<file path="src/hdl/calendar_schedule_matcher_macros.svh">
// Assertion macros for the calendar schedule matcher
`ifndef CALENDAR_SCHEDULE_MATCHER_MACROS_SVH
`define CALENDAR_SCHEDULE_MATCHER_MACROS_SVH

// same-cycle implication
`define CSM_ASSERT_IMP(lbl, ante, cons, msg) \
   lbl: assert property (@(posedge clock) disable iff (reset) (ante) |-> (cons)) \
      else $error(msg);

// next-cycle implication
`define CSM_ASSERT_NXT(lbl, ante, cons, msg) \
   lbl: assert property (@(posedge clock) disable iff (reset) (ante) |=> (cons)) \
      else $error(msg);

`endif

</file>
<file path="src/hdl/csm_pkg.sv">
// Shared types, constants and a helper function of the calendar schedule matcher
package csm_pkg;

   localparam int MAX_ENTRIES  = 16;
   localparam int SCAN_DAYS    = 371;
   localparam int IDX_W        = (MAX_ENTRIES > 1) ? $clog2(MAX_ENTRIES) : 1;
   localparam int CNT_W        = 5;
   localparam int SDAY_W       = $clog2(SCAN_DAYS + 1);
   localparam int SECS_PER_DAY = 86400;
   localparam int DIV_STEPS    = 16;
   localparam int TIME_W       = 35;
   localparam int DAY_W        = 16;
   localparam int TOD_W        = 17;
   localparam int RES_W        = 5;
   localparam int MAX_DUR      = 3600;

   // floor(x / 86400) = ((x >> RECIP_PRE) * RECIP) >> RECIP_SH for x below 2**33
   localparam int RECIP_PRE    = 7;
   localparam int RECIP        = 101806633;
   localparam int RECIP_SH     = 36;
   localparam int PROD_W       = 53;

   typedef enum logic [1:0] {
      ACT_WRITE = 2'd0,
      ACT_FIND  = 2'd1,
      ACT_WAIT  = 2'd2
   } csm_action_type;

   typedef enum logic [1:0] {
      MODE_DAILY    = 2'd0,
      MODE_INTERVAL = 2'd1,
      MODE_WEEKDAY  = 2'd2
   } csm_mode_type;

   typedef enum logic [1:0] {
      REG_TABLE_VALID   = 2'd0,
      REG_TZ_OFFSET     = 2'd1,
      REG_ENTRY_COUNT   = 2'd2,
      REG_DEFAULT_SLEEP = 2'd3
   } csm_reg_type;

   typedef enum logic [2:0] {
      ST_IDLE,
      ST_MUL,
      ST_DIV,
      ST_PREP,
      ST_RUN,
      ST_FINISH
   } csm_state_type;

   typedef struct packed {
      logic [TOD_W-1:0] tod;
      logic [11:0]      dur;
      logic [31:0]      ch;
      logic [1:0]       mode;
      logic [4:0]       iv;
      logic [6:0]       wd;
      logic [15:0]      anchor;
   } csm_entry_type;

   typedef struct packed {
      logic                     vld;
      logic                     found;
      logic [DAY_W-1:0]         day;
      logic [2:0]               wd;
      logic signed [TIME_W-1:0] base;
      logic signed [TIME_W-1:0] best;
      logic [IDX_W-1:0]         sel;
      logic [11:0]              dur;
      logic [31:0]              ch;
   } csm_tok_type;

   typedef struct packed {
      logic             wr;
      logic [IDX_W-1:0] wr_idx;
      csm_entry_type    entry;
      logic             clr;
      logic             step;
      logic             qbit;
      logic             abit_en;
      logic [3:0]       abit_sel;
      logic             prep;
      logic             wait_q;
      logic [31:0]      now;
      logic [31:0]      last;
      logic [CNT_W-1:0] count;
      logic             flush;
   } csm_ctl_type;

   typedef struct packed {
      logic        found;
      logic [3:0]  due_index;
      logic [31:0] due_time_utc;
      logic [11:0] due_duration;
      logic [31:0] due_channels;
      logic [31:0] wait_seconds;
   } csm_rsp_type;

   // one MSB-first step of a remainder by m
   function automatic logic [RES_W-1:0] mod_step(input logic [RES_W-1:0] r, input logic b,
                                                 input logic [RES_W-1:0] m);
      logic [RES_W:0] t;
      t = {r, b};
      if (t >= {1'b0, m})
         t = t - {1'b0, m};
      return t[RES_W-1:0];
   endfunction

endpackage

</file>
<file path="src/hdl/csm_channel_if.sv">
// Request and response channel interfaces
interface csm_req_if;
   logic        valid;
   logic        ready;
   logic [1:0]  action;
   logic [31:0] now_utc;
   logic [31:0] last_run_utc;
   logic [3:0]  entry_index;
   logic [4:0]  entry_hour;
   logic [5:0]  entry_minute;
   logic [11:0] entry_duration;
   logic [31:0] entry_channels;
   logic [1:0]  entry_mode;
   logic [4:0]  entry_interval;
   logic [6:0]  entry_weekdays;
   logic [15:0] entry_anchor_day;

   modport source (output valid, action, now_utc, last_run_utc, entry_index, entry_hour,
                   entry_minute, entry_duration, entry_channels, entry_mode,
                   entry_interval, entry_weekdays, entry_anchor_day, input ready);
   modport sink (input valid, action, now_utc, last_run_utc, entry_index, entry_hour,
                 entry_minute, entry_duration, entry_channels, entry_mode,
                 entry_interval, entry_weekdays, entry_anchor_day, output ready);
endinterface

interface csm_rsp_if;
   logic        valid;
   logic        ready;
   logic        found;
   logic [3:0]  due_index;
   logic [31:0] due_time_utc;
   logic [11:0] due_duration;
   logic [31:0] due_channels;
   logic [31:0] wait_seconds;

   modport source (output valid, found, due_index, due_time_utc, due_duration,
                   due_channels, wait_seconds, input ready);
   modport sink (input valid, found, due_index, due_time_utc, due_duration,
                 due_channels, wait_seconds, output ready);
endinterface

</file>
<file path="src/hdl/csm_ctrl.sv">
// Sequencer: registers, request decode, day split, day launch and response
`include "calendar_schedule_matcher_macros.svh"

module csm_ctrl (
   input  logic                  clock,
   input  logic                  reset,
   csm_req_if.sink               req_ch,
   csm_rsp_if.source             rsp_ch,
   input  logic                  csr_we,
   input  logic [1:0]            csr_index,
   input  logic [31:0]           csr_wdata,
   output csm_pkg::csm_ctl_type  ctl,
   output csm_pkg::csm_tok_type  tok_launch,
   input  csm_pkg::csm_tok_type  tok_end
);

   csm_pkg::csm_state_type state_ff, state_in;

   logic                           tv_ff;
   logic signed [16:0]             tz_ff;
   logic [csm_pkg::CNT_W-1:0]      cnt_ff;
   logic [31:0]                    sleep_ff;

   logic [1:0]                     act_ff;
   logic [31:0]                    now_ff, last_ff;
   logic [32:0]                    loc_ff;
   logic [csm_pkg::PROD_W-1:0]     prod_ff;
   logic [csm_pkg::DAY_W-1:0]      day_ff;
   logic [2:0]                     wd_ff;
   logic [5:0]                     stp_ff;
   logic signed [csm_pkg::TIME_W-1:0] base_ff;
   logic [csm_pkg::SDAY_W-1:0]     nl_ff, nx_ff;
   csm_pkg::csm_rsp_type           pend_ff, rd_ff;
   logic                           rv_ff;

   logic                           accept, legal, trivial, is_wait, launch, done;
   logic signed [csm_pkg::TIME_W-1:0] loc_s, now_s;
   logic [32:0]                    loc_clamp;
   logic [25:0]                    mul_a;
   logic [26:0]                    mul_b;
   logic [csm_pkg::DAY_W-1:0]      day_q;
   logic [32:0]                    ds_calc;
   logic                           qbit;
   logic [csm_pkg::SDAY_W-1:0]     ndays;
   logic [5:0]                     m7_s1;
   logic [3:0]                     m7_s2, wd_sum;
   logic [2:0]                     m7, wd_start;
   csm_pkg::csm_entry_type         entry;
   csm_pkg::csm_rsp_type           miss_rsp, hit_rsp;

   // request decode and datapath helpers
   always_comb begin
      accept  = req_ch.valid && req_ch.ready;
      is_wait = act_ff == csm_pkg::ACT_WAIT;
      legal   = (32'(req_ch.entry_index) < 32'(csm_pkg::MAX_ENTRIES))
                && (req_ch.entry_hour <= 5'd23) && (req_ch.entry_minute <= 6'd59)
                && (req_ch.entry_duration != '0) && (req_ch.entry_channels != '0);
      trivial = !tv_ff || ((req_ch.action == csm_pkg::ACT_WAIT) && (cnt_ff == '0));
      loc_s   = $signed({3'b000, req_ch.now_utc}) + $signed({{18{tz_ff[16]}}, tz_ff});
      loc_clamp = loc_s[csm_pkg::TIME_W-1] ? '0 : loc_s[32:0];
      now_s   = $signed({3'b000, now_ff});
      // local day number by reciprocal multiplication
      mul_a   = loc_ff[32:csm_pkg::RECIP_PRE];
      mul_b   = 27'(csm_pkg::RECIP);
      day_q   = prod_ff[csm_pkg::RECIP_SH +: csm_pkg::DAY_W];
      ds_calc = 33'(day_q) * 33'(csm_pkg::SECS_PER_DAY);
      qbit    = day_q[~stp_ff[3:0]];
      // day modulo 7 by folding octal digits
      m7_s1   = 6'(day_q[2:0]) + 6'(day_q[5:3]) + 6'(day_q[8:6]) + 6'(day_q[11:9])
                + 6'(day_q[14:12]) + 6'(day_q[15]);
      m7_s2   = 4'(m7_s1[2:0]) + 4'(m7_s1[5:3]);
      m7      = (m7_s2 >= 4'd7) ? 3'(m7_s2 - 4'd7) : m7_s2[2:0];
      wd_sum  = {1'b0, m7} + 4'd4;
      wd_start = (wd_sum >= 4'd7) ? 3'(wd_sum - 4'd7) : wd_sum[2:0];
      ndays   = (act_ff == csm_pkg::ACT_FIND) ? csm_pkg::SDAY_W'(1)
                                                : csm_pkg::SDAY_W'(csm_pkg::SCAN_DAYS);
      launch  = (state_ff == csm_pkg::ST_RUN) && (nl_ff < ndays);
      done    = (state_ff == csm_pkg::ST_RUN) && tok_end.vld
                && (tok_end.found || (nx_ff + 1'b1 == ndays));

      entry.tod    = csm_pkg::TOD_W'(32'(req_ch.entry_hour) * 3600
                                     + 32'(req_ch.entry_minute) * 60);
      entry.dur    = (req_ch.entry_duration > 12'(csm_pkg::MAX_DUR))
                     ? 12'(csm_pkg::MAX_DUR) : req_ch.entry_duration;
      entry.ch     = req_ch.entry_channels;
      entry.mode   = csm_pkg::MODE_DAILY;
      entry.iv     = 5'd1;
      entry.wd     = '0;
      entry.anchor = '0;
      if (req_ch.entry_mode == csm_pkg::MODE_INTERVAL) begin
         entry.mode   = csm_pkg::MODE_INTERVAL;
         entry.iv     = (req_ch.entry_interval == '0) ? 5'd1 : req_ch.entry_interval;
         entry.anchor = req_ch.entry_anchor_day;
      end else if ((req_ch.entry_mode == csm_pkg::MODE_WEEKDAY)
                   && (req_ch.entry_weekdays != '0)) begin
         entry.mode   = csm_pkg::MODE_WEEKDAY;
         entry.wd     = req_ch.entry_weekdays;
         entry.anchor = req_ch.entry_anchor_day;
      end

      miss_rsp = '0;
      if (is_wait) begin
         miss_rsp.wait_seconds = sleep_ff;
      end
      hit_rsp = '0;
      hit_rsp.found = 1'b1;
      if (is_wait) begin
         hit_rsp.wait_seconds = 32'(tok_end.best - now_s);
      end else begin
         hit_rsp.due_index    = 4'(tok_end.sel);
         hit_rsp.due_time_utc = tok_end.best[31:0];
         hit_rsp.due_duration = tok_end.dur;
         hit_rsp.due_channels = tok_end.ch;
      end
   end

   // next state
   always_comb begin
      state_in = state_ff;
      unique case (state_ff)
         csm_pkg::ST_IDLE: begin
            if (accept) begin
               if (((req_ch.action == csm_pkg::ACT_FIND)
                    || (req_ch.action == csm_pkg::ACT_WAIT)) && !trivial) begin
                  state_in = csm_pkg::ST_MUL;
               end else begin
                  state_in = csm_pkg::ST_FINISH;
               end
            end
         end
         csm_pkg::ST_MUL: state_in = csm_pkg::ST_DIV;
         csm_pkg::ST_DIV: begin
            if (stp_ff == 6'(csm_pkg::DIV_STEPS - 1)) begin
               state_in = csm_pkg::ST_PREP;
            end
         end
         csm_pkg::ST_PREP: state_in = csm_pkg::ST_RUN;
         csm_pkg::ST_RUN: begin
            if (done) begin
               state_in = csm_pkg::ST_FINISH;
            end
         end
         csm_pkg::ST_FINISH: begin
            if (!rv_ff || rsp_ch.ready) begin
               state_in = csm_pkg::ST_IDLE;
            end
         end
         default: state_in = csm_pkg::ST_IDLE;
      endcase
   end

   // outputs to the cells and the request side
   always_comb begin
      req_ch.ready = state_ff == csm_pkg::ST_IDLE;
      ctl          = '0;
      ctl.wr       = (state_ff == csm_pkg::ST_IDLE) && req_ch.valid
                     && (req_ch.action == csm_pkg::ACT_WRITE) && legal;
      ctl.wr_idx   = csm_pkg::IDX_W'(req_ch.entry_index);
      ctl.entry    = entry;
      ctl.clr      = (state_ff == csm_pkg::ST_IDLE) && req_ch.valid
                     && !trivial && ((req_ch.action == csm_pkg::ACT_FIND)
                                     || (req_ch.action == csm_pkg::ACT_WAIT));
      ctl.step     = state_ff == csm_pkg::ST_DIV;
      ctl.qbit     = qbit;
      ctl.abit_en  = stp_ff < 6'd16;
      ctl.abit_sel = ~stp_ff[3:0];
      ctl.prep     = state_ff == csm_pkg::ST_PREP;
      ctl.wait_q   = is_wait;
      ctl.now      = now_ff;
      ctl.last     = last_ff;
      ctl.count    = cnt_ff;
      ctl.flush    = done;

      tok_launch       = '0;
      tok_launch.vld   = launch;
      tok_launch.day   = day_ff;
      tok_launch.wd    = wd_ff;
      tok_launch.base  = base_ff;
   end

   always_ff @(posedge clock) begin
      if (reset) begin
         state_ff <= csm_pkg::ST_IDLE;
         tv_ff    <= 1'b1;
         tz_ff    <= 17'sd32400;
         cnt_ff   <= '0;
         sleep_ff <= 32'd3600;
         rv_ff    <= 1'b0;
      end else begin
         state_ff <= state_in;
         if (csr_we) begin
            unique case (csr_index)
               csm_pkg::REG_TABLE_VALID:   tv_ff    <= csr_wdata[0];
               csm_pkg::REG_TZ_OFFSET:     tz_ff    <= $signed(csr_wdata[16:0]);
               csm_pkg::REG_ENTRY_COUNT:   cnt_ff   <= csr_wdata[csm_pkg::CNT_W-1:0];
               csm_pkg::REG_DEFAULT_SLEEP: sleep_ff <= csr_wdata;
               default: ;
            endcase
         end
         if ((state_ff == csm_pkg::ST_FINISH) && (!rv_ff || rsp_ch.ready)) begin
            rv_ff <= 1'b1;
         end else if (rsp_ch.ready) begin
            rv_ff <= 1'b0;
         end
      end
   end

   always_ff @(posedge clock) begin
      if (state_ff == csm_pkg::ST_FINISH && (!rv_ff || rsp_ch.ready)) begin
         rd_ff <= pend_ff;
      end
      unique case (state_ff)
         csm_pkg::ST_IDLE: begin
            act_ff  <= req_ch.action;
            now_ff  <= req_ch.now_utc;
            last_ff <= req_ch.last_run_utc;
            loc_ff  <= loc_clamp;
            stp_ff  <= '0;
            pend_ff <= '0;
            if (trivial && (req_ch.action == csm_pkg::ACT_WAIT)) begin
               pend_ff.wait_seconds <= sleep_ff;
            end
         end
         csm_pkg::ST_MUL: begin
            prod_ff <= csm_pkg::PROD_W'(mul_a) * csm_pkg::PROD_W'(mul_b);
         end
         csm_pkg::ST_DIV: begin
            stp_ff <= stp_ff + 1'b1;
         end
         csm_pkg::ST_PREP: begin
            base_ff <= $signed({2'b00, ds_calc}) - $signed({{18{tz_ff[16]}}, tz_ff});
            day_ff  <= day_q;
            wd_ff   <= wd_start;
            nl_ff   <= '0;
            nx_ff   <= '0;
         end
         csm_pkg::ST_RUN: begin
            if (launch) begin
               nl_ff   <= nl_ff + 1'b1;
               day_ff  <= day_ff + 1'b1;
               wd_ff   <= (wd_ff == 3'd6) ? 3'd0 : wd_ff + 3'd1;
               base_ff <= base_ff + csm_pkg::TIME_W'(csm_pkg::SECS_PER_DAY);
            end
            if (tok_end.vld) begin
               nx_ff <= nx_ff + 1'b1;
            end
            if (done) begin
               pend_ff <= tok_end.found ? hit_rsp : miss_rsp;
            end
         end
         default: ;
      endcase
   end

   assign rsp_ch.valid        = rv_ff;
   assign rsp_ch.found        = rd_ff.found;
   assign rsp_ch.due_index    = rd_ff.due_index;
   assign rsp_ch.due_time_utc = rd_ff.due_time_utc;
   assign rsp_ch.due_duration = rd_ff.due_duration;
   assign rsp_ch.due_channels = rd_ff.due_channels;
   assign rsp_ch.wait_seconds = rd_ff.wait_seconds;

   `CSM_ASSERT_IMP(a_tok_only_in_run, tok_end.vld, state_ff == csm_pkg::ST_RUN, "token outside scan")
   `CSM_ASSERT_IMP(a_launch_bound, state_ff == csm_pkg::ST_RUN, nl_ff <= ndays, "too many days launched")
   `CSM_ASSERT_IMP(a_div_bound, state_ff == csm_pkg::ST_DIV, stp_ff < 6'(csm_pkg::DIV_STEPS), "residue step overrun")
   `CSM_ASSERT_NXT(a_prep_to_run, state_ff == csm_pkg::ST_PREP, state_ff == csm_pkg::ST_RUN, "prep not followed by scan")

endmodule

</file>
<file path="src/flat_wrapper.sv">
// flat-port wrapper written by rule: the top's interface ports become plain ports
module csm_ctrl_flat 
  (clock, reset, csr_we, csr_index, csr_wdata, ctl, tok_launch, tok_end, req_ch_valid, req_ch_action, req_ch_now_utc, req_ch_last_run_utc, req_ch_entry_index, req_ch_entry_hour, req_ch_entry_minute, req_ch_entry_duration, req_ch_entry_channels, req_ch_entry_mode, req_ch_entry_interval, req_ch_entry_weekdays, req_ch_entry_anchor_day, req_ch_ready, rsp_ch_valid, rsp_ch_found, rsp_ch_due_index, rsp_ch_due_time_utc, rsp_ch_due_duration, rsp_ch_due_channels, rsp_ch_wait_seconds, rsp_ch_ready);
  csm_req_if req_ch_i ();
  csm_rsp_if rsp_ch_i ();
  input  logic clock;
  input  logic reset;
  input  logic csr_we;
  input  logic [1:0] csr_index;
  input  logic [31:0] csr_wdata;
  output csm_pkg::csm_ctl_type ctl;
  output csm_pkg::csm_tok_type tok_launch;
  input  csm_pkg::csm_tok_type tok_end;
  input wire logic [$bits(req_ch_i.valid)-1:0] req_ch_valid;
  input wire logic [$bits(req_ch_i.action)-1:0] req_ch_action;
  input wire logic [$bits(req_ch_i.now_utc)-1:0] req_ch_now_utc;
  input wire logic [$bits(req_ch_i.last_run_utc)-1:0] req_ch_last_run_utc;
  input wire logic [$bits(req_ch_i.entry_index)-1:0] req_ch_entry_index;
  input wire logic [$bits(req_ch_i.entry_hour)-1:0] req_ch_entry_hour;
  input wire logic [$bits(req_ch_i.entry_minute)-1:0] req_ch_entry_minute;
  input wire logic [$bits(req_ch_i.entry_duration)-1:0] req_ch_entry_duration;
  input wire logic [$bits(req_ch_i.entry_channels)-1:0] req_ch_entry_channels;
  input wire logic [$bits(req_ch_i.entry_mode)-1:0] req_ch_entry_mode;
  input wire logic [$bits(req_ch_i.entry_interval)-1:0] req_ch_entry_interval;
  input wire logic [$bits(req_ch_i.entry_weekdays)-1:0] req_ch_entry_weekdays;
  input wire logic [$bits(req_ch_i.entry_anchor_day)-1:0] req_ch_entry_anchor_day;
  output wire logic [$bits(req_ch_i.ready)-1:0] req_ch_ready;
  output wire logic [$bits(rsp_ch_i.valid)-1:0] rsp_ch_valid;
  output wire logic [$bits(rsp_ch_i.found)-1:0] rsp_ch_found;
  output wire logic [$bits(rsp_ch_i.due_index)-1:0] rsp_ch_due_index;
  output wire logic [$bits(rsp_ch_i.due_time_utc)-1:0] rsp_ch_due_time_utc;
  output wire logic [$bits(rsp_ch_i.due_duration)-1:0] rsp_ch_due_duration;
  output wire logic [$bits(rsp_ch_i.due_channels)-1:0] rsp_ch_due_channels;
  output wire logic [$bits(rsp_ch_i.wait_seconds)-1:0] rsp_ch_wait_seconds;
  input wire logic [$bits(rsp_ch_i.ready)-1:0] rsp_ch_ready;
  assign req_ch_i.valid = req_ch_valid;
  assign req_ch_i.action = req_ch_action;
  assign req_ch_i.now_utc = req_ch_now_utc;
  assign req_ch_i.last_run_utc = req_ch_last_run_utc;
  assign req_ch_i.entry_index = req_ch_entry_index;
  assign req_ch_i.entry_hour = req_ch_entry_hour;
  assign req_ch_i.entry_minute = req_ch_entry_minute;
  assign req_ch_i.entry_duration = req_ch_entry_duration;
  assign req_ch_i.entry_channels = req_ch_entry_channels;
  assign req_ch_i.entry_mode = req_ch_entry_mode;
  assign req_ch_i.entry_interval = req_ch_entry_interval;
  assign req_ch_i.entry_weekdays = req_ch_entry_weekdays;
  assign req_ch_i.entry_anchor_day = req_ch_entry_anchor_day;
  assign req_ch_ready = req_ch_i.ready;
  assign rsp_ch_valid = rsp_ch_i.valid;
  assign rsp_ch_found = rsp_ch_i.found;
  assign rsp_ch_due_index = rsp_ch_i.due_index;
  assign rsp_ch_due_time_utc = rsp_ch_i.due_time_utc;
  assign rsp_ch_due_duration = rsp_ch_i.due_duration;
  assign rsp_ch_due_channels = rsp_ch_i.due_channels;
  assign rsp_ch_wait_seconds = rsp_ch_i.wait_seconds;
  assign rsp_ch_i.ready = rsp_ch_ready;
  csm_ctrl u_core (.clock(clock), .reset(reset), .req_ch(req_ch_i), .rsp_ch(rsp_ch_i), .csr_we(csr_we), .csr_index(csr_index), .csr_wdata(csr_wdata), .ctl(ctl), .tok_launch(tok_launch), .tok_end(tok_end));
endmodule
</file>
<file path="config.mk">
export PLATFORM = sky130hd
export DESIGN_NAME = csm_ctrl_flat
export DESIGN_NICKNAME = d
export VERILOG_FILES = /design/src/hdl/csm_pkg.sv /design/src/hdl/csm_channel_if.sv /design/src/hdl/csm_ctrl.sv /design/src/flat_wrapper.sv
export VERILOG_INCLUDE_DIRS = /design/src /design/src/hdl
export SDC_FILE = /design/constraint.sdc
export NUM_CORES = 2
export LEC_CHECK = 0
export ABC_AREA = 1
export BUFFER_PORTS_ARGS = -buffer_cell sky130_fd_sc_hd__buf_2
export CAP_MARGIN = 10
export CORE_AREA = 2 2 300 302
export CTS_CLUSTER_SIZE = 8
export DETAILED_ROUTE_END_ITERATION = 8
export DIE_AREA = 0 0 302 304
export PLACE_DENSITY = 0.68
export SYNTH_ARGS = -nofsm -noshare
export SYNTH_HDL_FRONTEND = slang
export SYNTH_SLANG_ARGS = --single-unit
</file>
<file path="constraint.sdc">
create_clock -name clock -period 9.5 [get_ports clock]
set_input_delay 1.425 -clock clock [delete_from_list [all_inputs] [get_ports clock]]
set_output_delay 1.425 -clock clock [all_outputs]
set_load 0.05 [all_outputs]
</file>
# Yosys cells after proc, flatten, opt, wreduce, memory -nomap -nowiden
# Index checks and enable logic that the tools add are counted.
# classes
n_addsub	19
n_mul	4
div_mod_pow	0
magnitude_cmp	8
n_eq_ne	23
shifts	0
mux	40
n_bitwise	1
reduce_logical	43
# op_table
operator	count
113-bit two-way mux	2
113-bit case mux with 2 select lines	1
32-bit two-way mux	3
80-bit two-way mux	1
35-bit case mux with 2 select lines	1
26-bit by 27-bit multiplier with 52-bit output (second input constant)	1
9-bit case mux with 2 select lines	2
35-bit by 18-bit adder with 35-bit output (second input constant)	1
35-bit two-way mux	1
34-bit by 17-bit subtractor with 35-bit output	1
33-bit by 17-bit adder with 34-bit output	1
16-bit two-way mux	2
16-bit case mux with 2 select lines	1
32-bit nonzero test	1
32-bit subtractor	1
3-bit two-way mux	9
9-bit two-way mux	3
16-bit by 10-bit multiplier with 26-bit output (second input constant)	1
23-bit two-way mux	1
9-bit by 1-bit adder with 9-bit output (second input constant)	2
3-bit case mux with 6 select lines	1
17-bit by 12-bit adder with 17-bit output	1
16-bit by 1-bit adder with 16-bit output (second input constant)	1
1-bit logical AND	16
45 further kinds	83
# word_totals
ff_bits	514
latch_bits	0
ram_bits	0
mem_bits_ro	0
output_inout_bits	430
wordCells	167
mem_count	0

# Logic depth before layout (Yosys ltp)
# logic_depth
word_depth	12
ltp_mapped	31
mapped_depth_nobuf	31

# Worst setup path after synthesis
# Ideal clock, no wire load.
# synth_timing
path_kind	register -> output
startpoint	register u_core.state_ff[0]
endpoint	output ctl[79] (netlist bit)
t_arrival_ns	7.297
path_slack_ns	0.778
path_stages_with_launch	6
path_cell_list	dfxtp_1 nor2_1 inv_1 nor2_1 inv_1 nor4_1
# synth_lines
element	line_no	text
from (decl)	csm_ctrl.sv:17	csm_pkg::csm_state_type state_ff, state_in;
from (signal assigned)	csm_ctrl.sv:183	state_ff <= csm_pkg::ST_IDLE;
from (signal assigned)	csm_ctrl.sv:190	state_ff <= state_in;
to (decl)	flat_wrapper.sv:11	output csm_pkg::csm_ctl_type ctl;

==> metrics.cfg <==
[yosys]
async_reset_ff_share_pct = 0
avgSynthCellArea_um2 = 8.97
yosys.area_share.simple_pct = 14.2
dominantRegCellSynth = edfxtp_1
synth_seq_cells = 471
muxShareOfSynthArea_pct = 0
synth_xor_area_share_pct = 2.80
synth_area_leaders = edfxtp_1 31%, ha_1 17%, fa_1 12%
yosysSeqAreaShare_pct = 33.6
synth_top_family_by_area = adder cells
synthDominantCellAreaShare_pct = 30.7
yosysTopAreaCell = edfxtp_1
synth_compound_area_share_pct = 10.3
ys_warn_count = 0
syn_area_um2 = 40300
synth_fa_ha_area_share_pct = 28.4
synth.distinct_cells = 59
syn_inst = 4494
synth_edf_count = 412

[sta]
slew_headroom_pct = 28.4
period_share_pct = 71.2
setup_violations = 0
fmax_mhz = 148
fin_tns_setup_ns = 0
finalHoldViolations = 0
min_period_ns = 6.77
timing.final.ws_setup_ns = 2.73
rsz0062_at_grt = false
finalMaxSlewViolations = 0
skew_ns = 0.0287
tightest_slew_ns = 1.07

[worst_setup_path]
crit_cells = 18
crit_buf_inv = 2
critPathRequiredTime_ns = 8.08
path_max_fanout = 6
cp-start-kind = input pin
worstSetupEndpoint = ctl[170]
cpMaxStageDelayCell = fa_1
ff2ff_path_depth = 23
endpoint_kind = output pin
path_cells = buf_2, fa_1, fa_1, ha_1, a21oi_1, nand2_1, a21oi_1, o21ai_0, a21o_1, a21oi_1, xnor2_1, ha_1, nand2_1, o21ai_1, nand2_1, nor4_1, xor2_1, buf_2
crit_start = req_ch_entry_minute[2]
path_delay_family = adder cells
critPathKind = in -> out
ff2ff_setup_slack_ns = 2.85
r2r-end = u_core.prod_ff[48]
cpPeakStageDelay_ns = 0.54
arrival_ns = 5.34
rr_startpoint = u_core.loc_ff[29]

[grt]
antenna_found_initial = 18
grt_max_degree = 82
grt_pass1_vias = 32700
grt_util_all_layers_pct = 25.8
grt_pass1_wl_mm = 184
overflow = 0

[min_path]
hold_depth = 0
min_path_type = reg -> reg

[placement]
gp_congestion = 0.953
io_buffer_count = 611
hpwl_mm = 97.2
place_ws_ns = 2.71

[clock_network]
cts_resized = 0
numCtsBuffers = 69
cts_tree = done
clk_latency_ns = 0.63
cts_root_buf = clkbuf_16
postCtsHoldBufs = 0
cts_sinks = 471
clock_path_buffers = 3
clk_pin_slew_ns = 0.05
post_cts_buffers = 0
htree_levels = 3

[cells_and_area]
area_growth_syn_to_layout_pct = 14.6
nets = 6196
final_cell_mix = 818 x inv_1, 650 x nand2_1, 611 x buf_2, 532 x ha_1, 412 x edfxtp_1
drive_gt1_share_pct = 15.1
mostFrequentLayoutCell = inv_1

[drt]
drt-initial-drc-count = 2180
first_pass_iters = 6
drc = 0
routed_wl_mm = 119
drtAntennaViolNets = 0
vias = 32800
vias_per_cell = 5.18
wire_per_inst_um = 18.9

[die]
die_w_um = 302
fp.dieH_um = 304
io_pins = 763
row_count = 110
core_area_um2 = 89000
initial_core_util_pct = 45.3
fp.dieArea_um2 = 91800

[run_status]
outcome = completed

[job]
max_cap_violations = 0

[cell usage after synthesis, types with 18 or more instances]
| library cell | number |
|---|---|
| clkbuf_1 | 43 |
| a21o_1 | 28 |
| inv_1 | 820 |
| edfxtp_1 | 412 |
| o211ai_1 | 22 |
| nand4_1 | 32 |
| o21bai_1 | 20 |
| nor2_1 | 404 |
| ha_1 | 532 |
| nand2_1 | 652 |
| buf_4 | 127 |
| dfxtp_1 | 59 |
| nor4_1 | 23 |
| nor3_1 | 51 |
| a21oi_1 | 317 |
| o21ai_0 | 254 |
| xnor2_1 | 55 |
| fa_1 | 240 |
| nand3_1 | 147 |
| a31oi_1 | 18 |
| xor2_1 | 74 |
[routing by layer]
| metal | global-route usage (%) | part of all wire, % | up-vias |
|---|---|---|---|
| met4 | 8.54 | 3.1 | 8 |
| li1 | - | - | 15900 |
| met5 | 0 | 0.040 | - |
| met2 | 43.9 | 48 | 1095 |
| met1 | 33.5 | 42 | 15600 |
| met3 | 3.74 | 6.8 | 194 |
[worst min path at each step]
stage	start	slack [ns]	end
floorplan	u_core.pend_ff[32]	0.40	u_core.rsp_ch.due_channels[0]
global placement	u_core.pend_ff[50]	0.40	u_core.rsp_ch.due_channels[18]
detailed placement	u_core.pend_ff[55]	0.40	u_core.rsp_ch.due_channels[23]
CTS	u_core.pend_ff[62]	0.41	u_core.rsp_ch.due_channels[30]
global route	u_core.pend_ff[1]	0.42	u_core.rsp_ch.wait_seconds[1]
finish	u_core.pend_ff[62]	0.41	u_core.rsp_ch.due_channels[30]
[flip-flops by register name (all words and copies together), names as in the netlist, 17 cells and up]
signal,cells
u_core.sleep_ff,32
u_core.rsp_ch.due_channels,32
u_core.last_ff,32
u_core.rsp_ch.wait_seconds,32
u_core.rsp_ch.due_time_utc,32
u_core.base_ff,35
u_core.now_ff,32
u_core.pend_ff,113
u_core.loc_ff,26
u_core.tz_ff,17
[layout make-up]
class | instances | area [µm²]
Sequential cell | 471 | 13600
Fill cell | 8252 | 42800
Clock buffer | 114 | 1930
Tap cell | 1176 | 1470
Inverter | 824 | 3090
Clock inverter | 7 | 104
Multi-Input combinational cell | 3098 | 22900
Timing Repair Buffer | 627 | 3190
Antenna cell | 15 | 37.5
[metrics by stage]
| stage | util (%) | hold WS, ns | instances | cell area [µm²] |
|---|---|---|---|---|
| detailed placement | 49.6 | 0.405 | 6196 | 44200 |
| floorplan | - | 0.400 | 4579 | 40600 |
| CTS | 51.9 | 0.414 | 6317 | 46200 |
| global placement | 49.6 | 0.400 | 6196 | 44200 |
| global route | 51.9 | 0.419 | 6325 | 46200 |
| finish | 51.9 | 0.413 | 6332 | 46200 |
[cell families after synthesis]
kind of cell | Yosys count
AOI/OAI and AO/OA | 747
xor gates and xnor gates | 129
adders and majority gates | 772
buffers and inverters | 1010
DFF | 471
other | 1
and+or+nand+nor | 1364
Power is not shown: default switching activity piles up to over one toggle a cycle in this logic, so the estimate is an artifact.
