**src/hdl/calendar_schedule_matcher_macros.svh**
```systemverilog
// Assertion macros for the calendar schedule matcher
`ifndef CALENDAR_SCHEDULE_MATCHER_MACROS_SVH
`define CALENDAR_SCHEDULE_MATCHER_MACROS_SVH

// same-cycle implication
`define CSM_ASSERT_IMP(lbl, ante, cons, msg) \
   lbl: assert property (@(posedge clock) disable iff (reset) (ante) |-> (cons)) \
      else $error(msg);

// next-cycle implication
`define CSM_ASSERT_NXT(lbl, ante, cons, msg) \
   lbl: assert property (@(posedge clock) disable iff (reset) (ante) |=> (cons)) \
      else $error(msg);

`endif

```
**src/hdl/csm_pkg.sv**
```systemverilog
// Shared types, constants and a helper function of the calendar schedule matcher
package csm_pkg;

   localparam int MAX_ENTRIES  = 16;
   localparam int SCAN_DAYS    = 371;
   localparam int IDX_W        = (MAX_ENTRIES > 1) ? $clog2(MAX_ENTRIES) : 1;
   localparam int CNT_W        = 5;
   localparam int SDAY_W       = $clog2(SCAN_DAYS + 1);
   localparam int SECS_PER_DAY = 86400;
   localparam int DIV_STEPS    = 16;
   localparam int TIME_W       = 35;
   localparam int DAY_W        = 16;
   localparam int TOD_W        = 17;
   localparam int RES_W        = 5;
   localparam int MAX_DUR      = 3600;

   // floor(x / 86400) = ((x >> RECIP_PRE) * RECIP) >> RECIP_SH for x below 2**33
   localparam int RECIP_PRE    = 7;
   localparam int RECIP        = 101806633;
   localparam int RECIP_SH     = 36;
   localparam int PROD_W       = 53;

   typedef enum logic [1:0] {
      ACT_WRITE = 2'd0,
      ACT_FIND  = 2'd1,
      ACT_WAIT  = 2'd2
   } csm_action_type;

   typedef enum logic [1:0] {
      MODE_DAILY    = 2'd0,
      MODE_INTERVAL = 2'd1,
      MODE_WEEKDAY  = 2'd2
   } csm_mode_type;

   typedef enum logic [1:0] {
      REG_TABLE_VALID   = 2'd0,
      REG_TZ_OFFSET     = 2'd1,
      REG_ENTRY_COUNT   = 2'd2,
      REG_DEFAULT_SLEEP = 2'd3
   } csm_reg_type;

   typedef enum logic [2:0] {
      ST_IDLE,
      ST_MUL,
      ST_DIV,
      ST_PREP,
      ST_RUN,
      ST_FINISH
   } csm_state_type;

   typedef struct packed {
      logic [TOD_W-1:0] tod;
      logic [11:0]      dur;
      logic [31:0]      ch;
      logic [1:0]       mode;
      logic [4:0]       iv;
      logic [6:0]       wd;
      logic [15:0]      anchor;
   } csm_entry_type;

   typedef struct packed {
      logic                     vld;
      logic                     found;
      logic [DAY_W-1:0]         day;
      logic [2:0]               wd;
      logic signed [TIME_W-1:0] base;
      logic signed [TIME_W-1:0] best;
      logic [IDX_W-1:0]         sel;
      logic [11:0]              dur;
      logic [31:0]              ch;
   } csm_tok_type;

   typedef struct packed {
      logic             wr;
      logic [IDX_W-1:0] wr_idx;
      csm_entry_type    entry;
      logic             clr;
      logic             step;
      logic             qbit;
      logic             abit_en;
      logic [3:0]       abit_sel;
      logic             prep;
      logic             wait_q;
      logic [31:0]      now;
      logic [31:0]      last;
      logic [CNT_W-1:0] count;
      logic             flush;
   } csm_ctl_type;

   typedef struct packed {
      logic        found;
      logic [3:0]  due_index;
      logic [31:0] due_time_utc;
      logic [11:0] due_duration;
      logic [31:0] due_channels;
      logic [31:0] wait_seconds;
   } csm_rsp_type;

   // one MSB-first step of a remainder by m
   function automatic logic [RES_W-1:0] mod_step(input logic [RES_W-1:0] r, input logic b,
                                                 input logic [RES_W-1:0] m);
      logic [RES_W:0] t;
      t = {r, b};
      if (t >= {1'b0, m})
         t = t - {1'b0, m};
      return t[RES_W-1:0];
   endfunction

endpackage

```
**src/hdl/csm_cell.sv**
```systemverilog
// One table slot: stored entry, day residue and a token stage of the scan chain
module csm_cell (
   input  logic                       clock,
   input  logic                       reset,
   input  logic [csm_pkg::IDX_W-1:0]  cell_idx,
   input  csm_pkg::csm_ctl_type       ctl,
   input  csm_pkg::csm_tok_type       tok_in,
   output csm_pkg::csm_tok_type       tok_out
);

   csm_pkg::csm_entry_type          ent_ff;
   logic [csm_pkg::RES_W-1:0]       dm_ff, dm_in;
   logic [csm_pkg::RES_W-1:0]       am_ff, am_in;
   logic [csm_pkg::RES_W-1:0]       res_ff, res_in;
   csm_pkg::csm_tok_type            tok_ff, tok_in_nxt;
   logic                            en, match, time_ok, better, take;
   logic signed [csm_pkg::TIME_W-1:0] ep, now_s, last_s;
   logic [csm_pkg::RES_W:0]         res_inc, res_diff;

   always_ff @(posedge clock) begin
      if (ctl.wr && ctl.wr_idx == cell_idx) begin
         ent_ff <= ctl.entry;
      end
   end

   always_comb begin
      dm_in = dm_ff;
      am_in = am_ff;
      if (ctl.clr) begin
         dm_in = '0;
         am_in = '0;
      end else if (ctl.step) begin
         dm_in = csm_pkg::mod_step(dm_ff, ctl.qbit, ent_ff.iv);
         if (ctl.abit_en) begin
            am_in = csm_pkg::mod_step(am_ff, ent_ff.anchor[ctl.abit_sel], ent_ff.iv);
         end
      end
   end

   // residue of (day - anchor) modulo interval for the next token to arrive
   always_comb begin
      res_inc  = {1'b0, res_ff} + 1'b1;
      res_diff = {1'b0, dm_ff} + {1'b0, ent_ff.iv} - {1'b0, am_ff};
      res_in   = res_ff;
      if (ctl.prep) begin
         res_in = (dm_ff >= am_ff) ? (dm_ff - am_ff) : res_diff[csm_pkg::RES_W-1:0];
      end else if (tok_in.vld && !ctl.flush) begin
         res_in = (res_inc == {1'b0, ent_ff.iv}) ? '0 : res_inc[csm_pkg::RES_W-1:0];
      end
   end

   always_comb begin
      en     = csm_pkg::CNT_W'(cell_idx) < ctl.count;
      ep     = tok_in.base + $signed({{(csm_pkg::TIME_W-csm_pkg::TOD_W){1'b0}}, ent_ff.tod});
      now_s  = $signed({{(csm_pkg::TIME_W-32){1'b0}}, ctl.now});
      last_s = $signed({{(csm_pkg::TIME_W-32){1'b0}}, ctl.last});
      case (ent_ff.mode)
         csm_pkg::MODE_INTERVAL: match = (tok_in.day >= ent_ff.anchor) && (res_ff == '0);
         csm_pkg::MODE_WEEKDAY:  match = ent_ff.wd[tok_in.wd];
         default:                match = 1'b1;
      endcase
      if (ctl.wait_q) begin
         time_ok = ep > now_s;
         better  = !tok_in.found || (ep < tok_in.best);
      end else begin
         time_ok = (ep <= now_s) && (ep > last_s);
         better  = !tok_in.found || (ep > tok_in.best);
      end
      take = tok_in.vld && en && match && time_ok && better;
      tok_in_nxt = tok_in;
      if (take) begin
         tok_in_nxt.found = 1'b1;
         tok_in_nxt.best  = ep;
         tok_in_nxt.sel   = cell_idx;
         tok_in_nxt.dur   = ent_ff.dur;
         tok_in_nxt.ch    = ent_ff.ch;
      end
      if (ctl.flush) begin
         tok_in_nxt.vld = 1'b0;
      end
   end

   always_ff @(posedge clock) begin
      dm_ff  <= dm_in;
      am_ff  <= am_in;
      res_ff <= res_in;
      if (reset) begin
         tok_ff.vld <= 1'b0;
      end else begin
         tok_ff.vld <= tok_in_nxt.vld;
      end
      tok_ff.found <= tok_in_nxt.found;
      tok_ff.day   <= tok_in_nxt.day;
      tok_ff.wd    <= tok_in_nxt.wd;
      tok_ff.base  <= tok_in_nxt.base;
      tok_ff.best  <= tok_in_nxt.best;
      tok_ff.sel   <= tok_in_nxt.sel;
      tok_ff.dur   <= tok_in_nxt.dur;
      tok_ff.ch    <= tok_in_nxt.ch;
   end

   assign tok_out = tok_ff;

endmodule

```
**config.mk**
```make
export PLATFORM = sky130hd
export DESIGN_NAME = csm_cell
export DESIGN_NICKNAME = d
export VERILOG_FILES = /design/src/hdl/calendar_schedule_matcher_macros.svh /design/src/hdl/csm_pkg.sv /design/src/hdl/csm_cell.sv
export SDC_FILE = /design/constraint.sdc
export NUM_CORES = 1
export LEC_CHECK = 0
export ABC_CLOCK_PERIOD_IN_PS = 11400
export BUFFER_PORTS_ARGS = -buffer_cell sky130_fd_sc_hd__buf_2
export CORE_AREA = 2 2 181 183
export CTS_BUF_LIST = sky130_fd_sc_hd__clkbuf_8
export CTS_CLUSTER_SIZE = 14
export DETAILED_ROUTE_END_ITERATION = 12
export DIE_AREA = 0 0 183 185
export PLACE_DENSITY = 0.71
export SLEW_MARGIN = 20
export SYNTH_ARGS = -nofsm -noshare
export SYNTH_HDL_FRONTEND = slang
export SYNTH_SLANG_ARGS = --single-unit
export TNS_END_PERCENT = 5
```
**constraint.sdc**
```tcl
create_clock -name clock -period 11.4 [get_ports clock]
set_clock_uncertainty 0.05 [all_clocks]
set_input_delay 1.71 -clock clock [delete_from_list [all_inputs] [get_ports clock]]
set_output_delay 1.71 -clock clock [all_outputs]
set_load 0.005 [all_outputs]
```
**After elaboration in Yosys (flattened, before gate mapping)**

Cells that the tools add are included.

- Memories kept: 0
- Flip-flop bits (word level): 245
- Latch bits: 0
- Word-level logic and storage cells: 72
- Bits in read-only memories: 0
- Memory bits (writable): 0

- Multiply operators: 0
- Add/sub/neg operators: 7
- Reductions and logical operators: 16
- Divide/modulo/power cells: 0
- Mux-type cells: 14
- Bitwise gates (word level): 0
- Equality and inequality tests: 4
- Shifts and indexed selects: 0
- $lt $le $gt $ge: 12

Operators with widths:

| operator | count |
|---|---|
| $mux 83 | 1 |
| $gt 35x33->1 | 2 |
| $add 35x18->35 | 1 |
| $gt 35x35->1 | 1 |
| $le 35x33->1 | 1 |
| $lt 35x35->1 | 1 |
| $mux 5 | 6 |
| $sub 5x5->5 | 4 |
| $ge 16x16->1 | 1 |
| $ge 6x5->1 | 2 |
| $logic_and 1x1->1 | 8 |
| $add 5x1->6 const B | 1 |
| $eq 6x5->1 | 1 |
| $add 5x5->5 | 1 |
| $ge 5x5->1 | 1 |
| $logic_not 5->1 | 1 |
| $lt 4x5->1 | 1 |
| $lt 4x5->1 const B | 1 |
| $bmux 1 s4 | 1 |
| $eq 4x4->1 | 1 |
| $lt 3x4->1 const B | 1 |
| $mux 1 | 4 |
| $bmux 1 s3 | 1 |
| $eq 2x1->1 const B | 1 |
| 7 further kinds | 9 |

**Depth between registers and ports, before layout**

Gate-level depths: netlist (run 1).

- Word-level depth: 7
- Gate-level depth with buffers: 23
- Mapped depth without buffers: 21

**Least setup slack after synthesis (run 1)**

Ideal clock, no wire load.

- Kind: input to register
- From: input cell_idx[2] (netlist name)
- To: register ent_ff[0] (netlist name), enable pin
- Cell stages on the path: 2
- Data arrival time: 10.590 ns
- Required time: 10.586 ns
- Setup time: 0.764 ns
- Path buffers: 0
- Setup slack: -0.004 ns
- Cell sequence: xor2_1 nor4_1

- Longest elaborated chain between the ends: 2

Ends and longest elaborated chain:

| item | RTL line | text |
|---|---|---|
| start: declaration | csm_cell.sv:5 | `input logic [csm_pkg::IDX_W-1:0] cell_idx,` |
| $eq 4x4->1 | csm_cell.sv:21 | `if (ctl.wr && ctl.wr_idx == cell_idx) begin` |
| $logic_and 1x1->1 | csm_cell.sv:21 |  |
| end signal: assignment | csm_cell.sv:22 | `ent_ff <= ctl.entry;` |
| end: declaration | csm_cell.sv:11 | `csm_pkg::csm_entry_type ent_ff;` |

Every way passes these cells.
A chain may end at the register's enable or synchronous reset.

==> flow_summary.yaml, run 1 <==
synthesis:
  synth-main-ff-cell: "dfxtp_1"
  avgSynthCellArea_um2: 11.31
  synth.largest_area_cell: "dfxtp_1"
  netlist_instances: 1162
  ys_types: 63
  synth_area_leaders: "dfxtp_1, edfxtp_1, ha_1, mux2_4, inv_1"
  synth_edf_count: 96
  yosysWarnings: 0
  ys_ff_latch: 245
  synth.cell_area_um2: 13140
  synth_top_area_share_pct: 22.70
  syn-num-nets: 1649
  ys_async_sr_fraction_pct: 0
  synth_seq_area_share_pct: 44.65
setup_path:
  cp.arrival_ns: 8.22
  cp_cell_sequence: "buf_2 > ha_1 > inv_1 > fa_1 > nand2b_1 > a21oi_1 > o221a_2 > nand2_1 > a21oi_1 > o21ai_0 > nor2_1 > xor2_1 > ha_1 > nand4_1 > nor3_1 > o41ai_1 > a31oi_1 > o21ai_0 > o311a_1 > a211oi_4 > buf_4 > buf_4 > mux2_2"
  cpPeakStageDelay_ns: 0.77
  crit_type: "in2reg"
  worstPathRequired_ns: 11.80
  crit_path_end_kind: "flop"
  cp_slowest_cell: "buf_4"
  start_kind: "input pin"
  critPathMaxFanout: 48
route:
  wirelength_um: 38630
  routedWlPerCell_um: 18.35
  firstDrtPassIters: 5
  vias_per_cell: 5.025
  vias: 10580
  wl_met2_um: 18390
  top_layer: "met5"
  ant_nets: 0
  drtIter0Drc: 536
  dr_wl_met3_um: 3332
  drc: 0
  drt-met1-wl_um: 15420
grt:
  antenna_found_initial: 10
  grt_util_all_layers_pct: 22.04
  overflow: 0
  grt_pass1_wl_um: 57560
  grt_max_degree: 65
  grt_pass1_vias: 11000
layout:
  finalInstanceArea_um2: 16750
  final_util_pct: 52.27
  finalNetCount: 2143
  area_growth_pct: 27.49
  instances_no_fill: 2105
  drive_above_1_share_pct: 36.97
  fill_cells: 2903
clocking:
  cts.sinks: 245
  root_buffer: "clkbuf_8"
  cts_hold_buf: 0
  post-cts-setup-buffers: 0
  cts_buffers: 43
  htree_levels: 2
  tritoncts: "yes"
  cts.clk_slew.worst_paths_ns: 0.06
  insertion_delay_ns: 0.57
  cts_resized: 0
  cts_buffer_depth: 3
outcome:
  status: "completed"
timing:
  rsz0062_at_grt: "false"
  slew_headroom_pct: 30.72
  timing.fmax_mhz: 127.9
  report.final.setup_viol: 0
  period_needed_ns: 7.820
  fin_tns_setup_ns: 0
  hold_violations: 0
  fin_crit_sh_pct: 68.60
  worstMarginPinSlew_ns: 1.026
  worst_slack_ns: 3.580
  report.final.slew_viol_count: 0
min_path:
  hold_path.class: "reg2reg"
die:
  die_h_um: 185
  core_area_um2: 32040
  die-area_um2: 33860
  num_rows: 66
  io_pins: 460
  fp.dieW_um: 183
  start_util_pct: 41.00
placement:
  dpl_cell_area_um2: 15820
  portBuffers: 459
  hpwl_um: 32000
  gp_congestion: 0.9012
  pre_cts_ws_ns: 3.241
  place_inst: 2019
power_and_ir_drop:
  leakage_nw: 8.134
  power_density_nw_per_um2: 137.5
  vdd_ir_drop_max_mv: 0.1275
job:
  drv_cap: 0
==> worst max-delay path, delay by kind of cell <==
kind / cells / cell delay, ns
xor gates and xnor gates: 1 / 0.34
adders and majority gates: 3 / 0.77
buffers and inverters: 4 / 1.51
and+or+nand+nor: 5 / 1.18
muxes: 1 / 0.41
AOI/OAI and AO/OA: 9 / 2.19
==> cell families after synthesis <==
kind of cell	after synthesis	synth area share (%)
AOI/OAI and AO/OA	214	10.47
xor gates and xnor gates	49	3.267
adders and majority gates	166	16.27
buffers and inverters	184	6.219
DFF	245	44.65
muxes	95	10.50
and+or+nand+nor	209	8.629
==> Yosys cell counts, types with 3 or more instances <==
cell type	count
nor2b_1	9
mux4_2	6
a2111oi_0	5
buf_12	6
mux2i_1	7
nand2b_1	9
nor4_1	7
o21ai_0	49
xnor2_1	34
a21oi_1	69
o21a_1	6
a21o_1	19
a211oi_1	24
edfxtp_1	96
mux2_2	15
or4_1	3
and4_1	5
nor3_1	14
nand3b_1	5
xor2_1	15
nand3_1	20
o22ai_1	6
nand4_1	31
nand2_1	34
o21bai_1	3
o211ai_1	4
nor2_1	52
fa_1	8
ha_1	158
a211o_1	5
and3_1	5
dfxtp_1	149
o41ai_1	3
inv_1	170
a21boi_0	3
mux2_4	67
==> stage by stage <==
step	hold WS (ns)	total power, mW
floorplan	0.3978	1.298
global placement	0.3999	1.469
detailed placement	0.4081	1.483
CTS	0.4195	2.325
global route	0.4305	2.427
finish	0.4180	2.302
==> registers in the layout (all words and copies together), names as in the netlist <==
signal / cells
tok_out: 139
res_ff: 5
dm_ff: 5
am_ff: 5
ent_ff: 91
==> final timing paths <==
check                                          start  depth (start not counted)  slack (ns)                   to
worst max-delay path                      tok_in[83]                         23        3.58   tok_out[0]$_DFF_P_
worst min-delay path            ent_ff[58]$_DFFE_PP_                          1        0.42  tok_out[28]$_DFF_P_
worst max register to register  ent_ff[74]$_DFFE_PP_                         22        4.46   tok_out[0]$_DFF_P_
worst min register to register  ent_ff[58]$_DFFE_PP_                          1        0.42  tok_out[28]$_DFF_P_
==> layer usage <==
| layer | vias up | track usage, % |
|---|---|---|
| met2 | 417 | 37.59 |
| met1 | 4901 | 25.99 |
| met5 | - | 0 |
| met3 | 79 | 6.528 |
| met4 | 4 | 9.056 |
| li1 | 5177 | - |
==> report_power, final <==
part	total (mW)	switching, mW	internal [mW]	leakage, nW
Combinational	0.480	0.255	0.226	5.49
Sequential	0.989	0.0243	0.965	2.13
Clock	0.833	0.363	0.469	0.515
Total	2.30	0.642	1.66	8.13
==> layout by cell type (no fill, tap or decap), types with 4 or more instances in the layout <==
cell type	n
buf_4	4
nor2b_1	9
nor2_1	52
and3_1	5
nand2_1	34
nand2b_1	9
and4_1	5
inv_1	185
mux2_4	67
o21ai_0	49
ha_1	158
mux2i_1	7
a211o_1	5
dfxtp_1	149
mux4_2	6
xor2_1	15
nand4_1	31
nand3b_1	5
diode_2	9
xnor2_1	34
o21a_1	6
edfxtp_1	96
nor4_1	6
a21oi_1	69
a21o_1	19
a2111oi_0	5
o211ai_1	4
clkbuf_8	53
buf_2	459
a211oi_1	24
nand3_1	20
fa_1	8
nor3_1	14
o22ai_1	6
mux2_2	15
==> final cells by class <==
type	instances	area (µm²)	area share, %
Antenna cell	9	22.52	0.1345
Clock buffer	53	729.5	4.355
Clock inverter	24	177.7	1.061
Inverter	170	638.1	3.810
Multi-Input combinational cell	733	6477	38.67
Sequential cell	245	5866	35.02
Tap cell	408	510.5	3.048
Timing Repair Buffer	463	2327	13.90
Note: power is estimated with default switching activity, not from simulation.
==> inputs of run 2 (changes only) <==
--- a/config.mk
+++ b/config.mk
@@ -5,14 +5,15 @@
 export SDC_FILE = /design/constraint.sdc
 export NUM_CORES = 1
 export LEC_CHECK = 0
-export ABC_CLOCK_PERIOD_IN_PS = 11400
+export ABC_AREA = 1
+export ABC_CLOCK_PERIOD_IN_PS = 7500
 export BUFFER_PORTS_ARGS = -buffer_cell sky130_fd_sc_hd__buf_2
-export CORE_AREA = 2 2 181 183
+export CORE_AREA = 2 2 180 182
 export CTS_BUF_LIST = sky130_fd_sc_hd__clkbuf_8
 export CTS_CLUSTER_SIZE = 14
 export DETAILED_ROUTE_END_ITERATION = 12
-export DIE_AREA = 0 0 183 185
-export PLACE_DENSITY = 0.71
+export DIE_AREA = 0 0 182 184
+export PLACE_DENSITY = 0.69
 export SLEW_MARGIN = 20
 export SYNTH_ARGS = -nofsm -noshare
 export SYNTH_HDL_FRONTEND = slang
==> constraint.sdc (replaced) <==
create_clock -name clock -period 7.5 [get_ports clock]
set_clock_uncertainty 0.05 [all_clocks]
set_input_delay 1.125 -clock clock [delete_from_list [all_inputs] [get_ports clock]]
set_output_delay 1.125 -clock clock [all_outputs]
set_load 0.005 [all_outputs]
==> flow_summary.yaml, run 2 <==
timing:
  timing.fmax_mhz: 175.1
  report.final.slew_viol_count: 0
  slew_headroom_pct: 36.71
  worstMarginPinSlew_ns: 0.9493
  fin_crit_sh_pct: 76.14
  hold_violations: 0
  fin_tns_setup_ns: 0
  worst_slack_ns: 1.790
  hold_slack_ns: 0.4288
  rsz0062_at_grt: "false"
  report.final.setup_viol: 0
  period_needed_ns: 5.710
synthesis:
  netlist_instances: 1531
  yosysWarnings: 0
  synth_edf_count: 96
  syn-num-nets: 2018
  synth_seq_area_share_pct: 44.01
  synth.cell_area_um2: 13330
  synth.largest_area_cell: "dfxtp_1"
  synth_common_cells: "nand2_1, inv_1, ha_1, dfxtp_1, nand4_1"
  synth-main-ff-cell: "dfxtp_1"
  synth_area_leaders: "dfxtp_1, edfxtp_1, ha_1, nand2_1, inv_1"
  ys_types: 50
  ys_ff_latch: 245
  avgSynthCellArea_um2: 8.704
  ys_async_sr_fraction_pct: 0
  synth_top_area_share_pct: 22.38
  synth_most_common_cell: "nand2_1"
clocking:
  post-cts-setup-buffers: 0
  cts.clk_slew.worst_paths_ns: 0.06
  insertion_delay_ns: 0.58
  cts_resized: 0
  htree_levels: 2
  cts_hold_buf: 0
  cts_buffers: 44
  root_buffer: "clkbuf_8"
  tritoncts: "yes"
  cts.sinks: 245
  cts_buffer_depth: 3
placement:
  hpwl_um: 33290
  gp_congestion: 0.9032
  pre_cts_ws_ns: 1.294
  portBuffers: 459
  dpl_cell_area_um2: 16000
layout:
  finalInstanceArea_um2: 16950
  area_growth_pct: 27.20
  layout_common_cells: "buf_2, nand2_1, inv_1, ha_1, dfxtp_1"
  largest_reg_flops: 139
  finalNetCount: 2493
  layout_commonest_cell: "buf_2"
  fill_cells: 2953
  drive_above_1_share_pct: 26.54
setup_path:
  cp.arrival_ns: 6.17
  rr_worst_depth: 26
  crit-reg2reg-launch: "ent_ff[89]$_DFFE_PP_"
  reg2reg_setup_slack_ns: 2.05
  worstPathRequired_ns: 7.96
  r2r-end: "tok_out[45]$_DFF_P_"
  critPathMaxFanout: 67
  crit_type: "in2reg"
  crit_path_end_kind: "flop"
  start_kind: "input pin"
power_and_ir_drop:
  leakage_nw: 8.895
  power_switching_mw: 1.140
  p_sw_share_pct: 30.80
  power_frac_comb_pct: 23.2
  clkPwrFrac_pct: 35.5
  power_density_nw_per_um2: 218.3
  vdd_ir_drop_max_mv: 0.1578
  intPower_mw: 2.560
  seqPwrFrac_pct: 41.3
grt:
  overflow: 0
  grt_pass1_wl_um: 64610
  grt_pass1_vias: 12370
  grt_util_all_layers_pct: 24.88
  grt_max_degree: 84
  antenna_found_initial: 15
die:
  die_h_um: 184
  fp.dieW_um: 182
  num_rows: 65
  io_pins: 460
  core_area_um2: 31390
  start_util_pct: 42.45
  die-area_um2: 33490
route:
  vias_per_cell: 5.010
  wirelength_um: 42410
  ant_nets: 0
  drtIter0Drc: 614
  drc: 0
  vias: 12310
  firstDrtPassIters: 5
  routedWlPerCell_um: 17.25
min_path:
  hold_path.class: "reg2reg"
  hold_end: "tok_out[33]$_DFF_P_"
  hold_path_depth: 2
  hp-start: "ent_ff[63]$_DFFE_PP_"
job:
  drv_cap: 0
outcome:
  status: "completed"
## run 2: cell count changes after synthesis, sizes merged, moves of 17 or more
cell    before  now
a211oi      26    3
a21oi       69   97
inv        170  239
mux2        82    0
nand2       34  363
nand4       32  104
xnor2       34   16
xor2        15   32
## run 2: worst max path at each step
| stage | startpoint | end | slack (ns) | cells after the start |
|---|---|---|---|---|
| 6_report | tok_in[98] | tok_out[45]$_DFF_P_ | 1.79 | 27 |
| 5_1_grt | tok_in[98] | tok_out[5]$_DFF_P_ | 1.15 | 24 |
| 4_1_cts | tok_in[83] | tok_out[45]$_DFF_P_ | 1.89 | 28 |
| 3_5_place_dp | tok_in[98] | tok_out[45]$_DFF_P_ | 1.29 | 24 |
| 3_3_place_gp | tok_in[98] | tok_out[63]$_DFF_P_ | 1.34 | 27 |
| 2_1_floorplan | cell_idx[0] | ent_ff[0]$_DFFE_PP_ | 1.77 | 6 |
## run 2: kinds of logic (layout without fill, tap and decap cells)
| kind of cell | after synthesis | after routing | share of synthesized area, % |
|---|---|---|---|
| AND/OR/NAND/NOR | 596 | 596 | 19.74 |
| buffers and inverters | 278 | 789 | 8.487 |
| flip-flops | 245 | 245 | 44.01 |
| AO/OA/AOI/OAI | 198 | 198 | 8.563 |
| adder cells (fa/ha/maj) | 166 | 166 | 16.04 |
| XOR/XNOR | 48 | 48 | 3.155 |
| other | 0 | 14 | 0 |
## run 2: critical path, stage by stage
cell      delay, ns
buf_2          0.11
ha_1           0.38
nand2_1        0.11
nor2_1         0.17
nand2_1        0.08
clkinv_1       0.06
nand3_1        0.07
o21ai_2        0.31
inv_1          0.10
nor3_1         0.38
nand2_1        0.17
xor2_1         0.15
inv_1          0.13
ha_1           0.30
nand2_1        0.08
nor4_1         0.65
nand2_1        0.12
nand2_1        0.08
nand2_1        0.04
nand2_1        0.05
nand2_1        0.05
a21oi_1        0.18
nand3_2        0.13
a21oi_4        0.47
buf_12         0.33
nand4_1        0.14
nand2_1        0.11
## run 2: metal layers
layer,vias up,track usage (%),share of wire [%]
met5,-,0,0.097
met4,6,12.10,3.6
met3,101,6.537,8.1
met2,515,42.90,49
met1,5557,28.73,39
li1,6135,-,-
## run 2: metrics by stage
| stage | power (mW) | utilization [%] | std cells |
|---|---|---|---|
| global route | 3.918 | 53.94 | 2451 |
| detailed placement | 2.402 | 50.95 | 2362 |
| CTS | 3.734 | 53.89 | 2444 |
| global placement | 2.380 | 50.95 | 2362 |
| finish | 3.700 | 54.00 | 2458 |
| floorplan | 2.085 | - | 1531 |
## run 2: power groups by stage
| stage | combinational (mW) | sequential (mW) | clock, mW |
|---|---|---|---|
| after global routing | 0.977 | 1.54 | 1.41 |
| after floorplan | 0.532 | 1.55 | 0 |
| final | 0.859 | 1.53 | 1.31 |
| after global placement | 0.827 | 1.55 | 0 |
| after CTS | 0.856 | 1.53 | 1.35 |
| after detailed placement | 0.848 | 1.55 | 0 |
## run 2: layout make-up
cell class / count / area (µm²) / area share (%)
Multi-Input combinational cell: 1008 / 6360 / 37.52
Sequential cell: 245 / 5866 / 34.60
Timing Repair Buffer: 466 / 2362 / 13.94
Inverter: 241 / 904.6 / 5.337
Clock buffer: 48 / 660.6 / 3.897
Tap cell: 402 / 503.0 / 2.967
Clock inverter: 34 / 260.3 / 1.535
Antenna cell: 14 / 35.03 / 0.2067
==> inputs of run 3 (changes only) <==
--- a/config.mk
+++ b/config.mk
@@ -6,7 +6,7 @@
 export NUM_CORES = 1
 export LEC_CHECK = 0
 export ABC_AREA = 1
-export ABC_CLOCK_PERIOD_IN_PS = 7500
+export ABC_CLOCK_PERIOD_IN_PS = 5900
 export BUFFER_PORTS_ARGS = -buffer_cell sky130_fd_sc_hd__buf_2
 export CORE_AREA = 2 2 180 182
 export CTS_BUF_LIST = sky130_fd_sc_hd__clkbuf_8
==> constraint.sdc (replaced) <==
create_clock -name clock -period 5.9 [get_ports clock]
set_clock_uncertainty 0.05 [all_clocks]
set_input_delay 0.885 -clock clock [delete_from_list [all_inputs] [get_ports clock]]
set_output_delay 0.885 -clock clock [all_outputs]
set_load 0.005 [all_outputs]
==> flow_summary.yaml, run 3 (same netlist as run 2, synthesis figures left out) <==
outcome:
  status: "completed"
timing:
  rsz0062_at_grt: "false"
  period_needed_ns: 5.186
  worst_slack_ns: 0.7137
  fin_tns_setup_ns: 0
  report.final.setup_viol: 0
  report.final.slew_viol_count: 0
  slew_headroom_pct: 51.52
  hold_slack_ns: 0.3660
  timing.fmax_mhz: 192.8
  fin_crit_sh_pct: 87.90
  hold_violations: 0
  worstMarginPinSlew_ns: 0.7195
clocking:
  insertion_delay_ns: 0.58
  tritoncts: "yes"
  cts_hold_buf: 0
  cts.sinks: 245
  root_buffer: "clkbuf_8"
  cts.clk_slew.worst_paths_ns: 0.07
  htree_levels: 2
  cts_buffers: 43
  cts_buffer_depth: 3
die:
  die-area_um2: 33490
  die_h_um: 184
  core_area_um2: 31390
  io_pins: 460
  fp.dieW_um: 182
  start_util_pct: 42.45
  num_rows: 65
min_path:
  hold_path.class: "in2reg"
power_and_ir_drop:
  power_density_nw_per_um2: 273.0
  leakage_nw: 8.939
  vdd_ir_drop_max_mv: 0.1698
setup_path:
  crit_family: "simple AND/OR/NAND/NOR gates"
  reg2reg_setup_slack_ns: 0.75
  rr_worst_depth: 26
  worstPathRequired_ns: 6.35
  cp.arrival_ns: 5.63
  r2r-end: "tok_out[3]$_DFF_P_"
  crit_type: "in2reg"
  critPathBufInv: 5
  crit-reg2reg-launch: "ent_ff[89]$_DFFE_PP_"
  startpoint: "tok_in[97]"
  cp_slowest_cell: "nor4_2"
  cpPeakStageDelay_ns: 0.52
  crit_path_end_kind: "flop"
  worst-path-stages: 27
  critPathMaxFanout: 17
  cp_common_cell: "nand2_1"
  critPathCapture: "tok_out[3]$_DFF_P_"
  start_kind: "input pin"
route:
  vias_per_cell: 4.994
  ant_nets: 0
  drtIter0Drc: 621
  firstDrtPassIters: 5
  routedWlPerCell_um: 17.06
  vias: 12270
  wirelength_um: 41910
  drc: 0
layout:
  largest_reg_flops: 139
  layout_commonest_cell: "buf_2"
  instances_no_fill: 2457
  drive_above_1_share_pct: 26.78
  finalNetCount: 2500
  layout_common_cells: "buf_2, nand2_1, inv_1, ha_1, dfxtp_1"
  area_growth_pct: 27.39
grt:
  grt_pass1_vias: 12210
  grt_util_all_layers_pct: 24.49
  grt_max_degree: 71
  antenna_found_initial: 13
  overflow: 0
  grt_pass1_wl_um: 64070
placement:
  gp_congestion: 0.9030
  hpwl_um: 33360
  place_inst: 2370
  pre_cts_ws_ns: 0.06470
  portBuffers: 459
job:
  drv_cap: 0
## run 3: changes by cell type in the layout (fill, tap and decap cells not counted)
| cell | delta |
|---|---|
| buf_12 | +2 |
| buf_4 | +6 |
| bufinv_16 | -2 |
| clkbuf_8 | +2 |
| clkinv_1 | -5 |
| clkinv_2 | -2 |
| clkinv_4 | -1 |
| clkinvlp_4 | -1 |
| diode_2 | -5 |
| inv_1 | +4 |
| inv_6 | +1 |
| nor4_1 | -1 |
| nor4_2 | +1 |
## run 3: worst min-delay path by stage
stage | startpoint | to | slack [ns] | cells past startpoint
2_1_floorplan | ent_ff[30]$_DFFE_PP_ | tok_out[0]$_DFF_P_ | 0.41 | 2
3_3_place_gp | ent_ff[34]$_DFFE_PP_ | tok_out[4]$_DFF_P_ | 0.41 | 2
3_5_place_dp | ent_ff[39]$_DFFE_PP_ | tok_out[9]$_DFF_P_ | 0.42 | 2
4_1_cts | tok_in[98] | tok_out[98]$_DFF_P_ | 0.33 | 1
5_1_grt | tok_in[98] | tok_out[98]$_DFF_P_ | 0.34 | 1
6_report | tok_in[98] | tok_out[98]$_DFF_P_ | 0.37 | 1
## run 3: cell type report
type	instances	area, µm²
Fill cell	2966	14420
Multi-Input combinational cell	1008	6366
Sequential cell	245	5866
Timing Repair Buffer	474	2447
Inverter	241	904.6
Clock buffer	50	688.2
Tap cell	402	503.0
Clock inverter	28	178.9
Antenna cell	9	22.52
## run 3: stage by stage
stage	cell area [µm²]	power (mW)	utilization, %
after detailed placement	16080	3.063	51.22
final	16980	4.635	54.08
after global placement	16080	3.030	51.22
after floorplan	13330	2.650	-
after global routing	16970	4.912	54.06
after CTS	16950	4.665	53.99
## run 3: where the power goes
group          total [mW]  switching [mW]  internal [mW]  leakage [nW]
clock                1.59           0.726          0.864         0.517
combinational        1.10           0.658          0.447          6.29
sequential           1.94          0.0574           1.88          2.13
total                4.63            1.44           3.19          8.94
## run 3: metal layers
metal | wire, µm | part of all wire [%] | track usage (%)
met5 | 15 | 0.036 | 0
met4 | 1191 | 2.8 | 9.129
met3 | 3299 | 7.9 | 6.141
met2 | 20560 | 49 | 42.95
met1 | 16840 | 40 | 28.98
## run 3: worst register-to-register path, delay by kind of cell (launching register included)
kind / cells / cell delay, ns
compound gates: 3 / 0.86
xor+xnor: 1 / 0.18
flops: 1 / 0.37
fa+ha+maj: 2 / 0.68
simple gates: 16 / 2.31
buf+inv: 4 / 0.62
## run 3: repair_timing
item	4_1_cts	5_1_grt
hold endpoints to repair	0	0
gates resized for setup	0	1
setup buffers	0	0
setup endpoints to repair	0	1
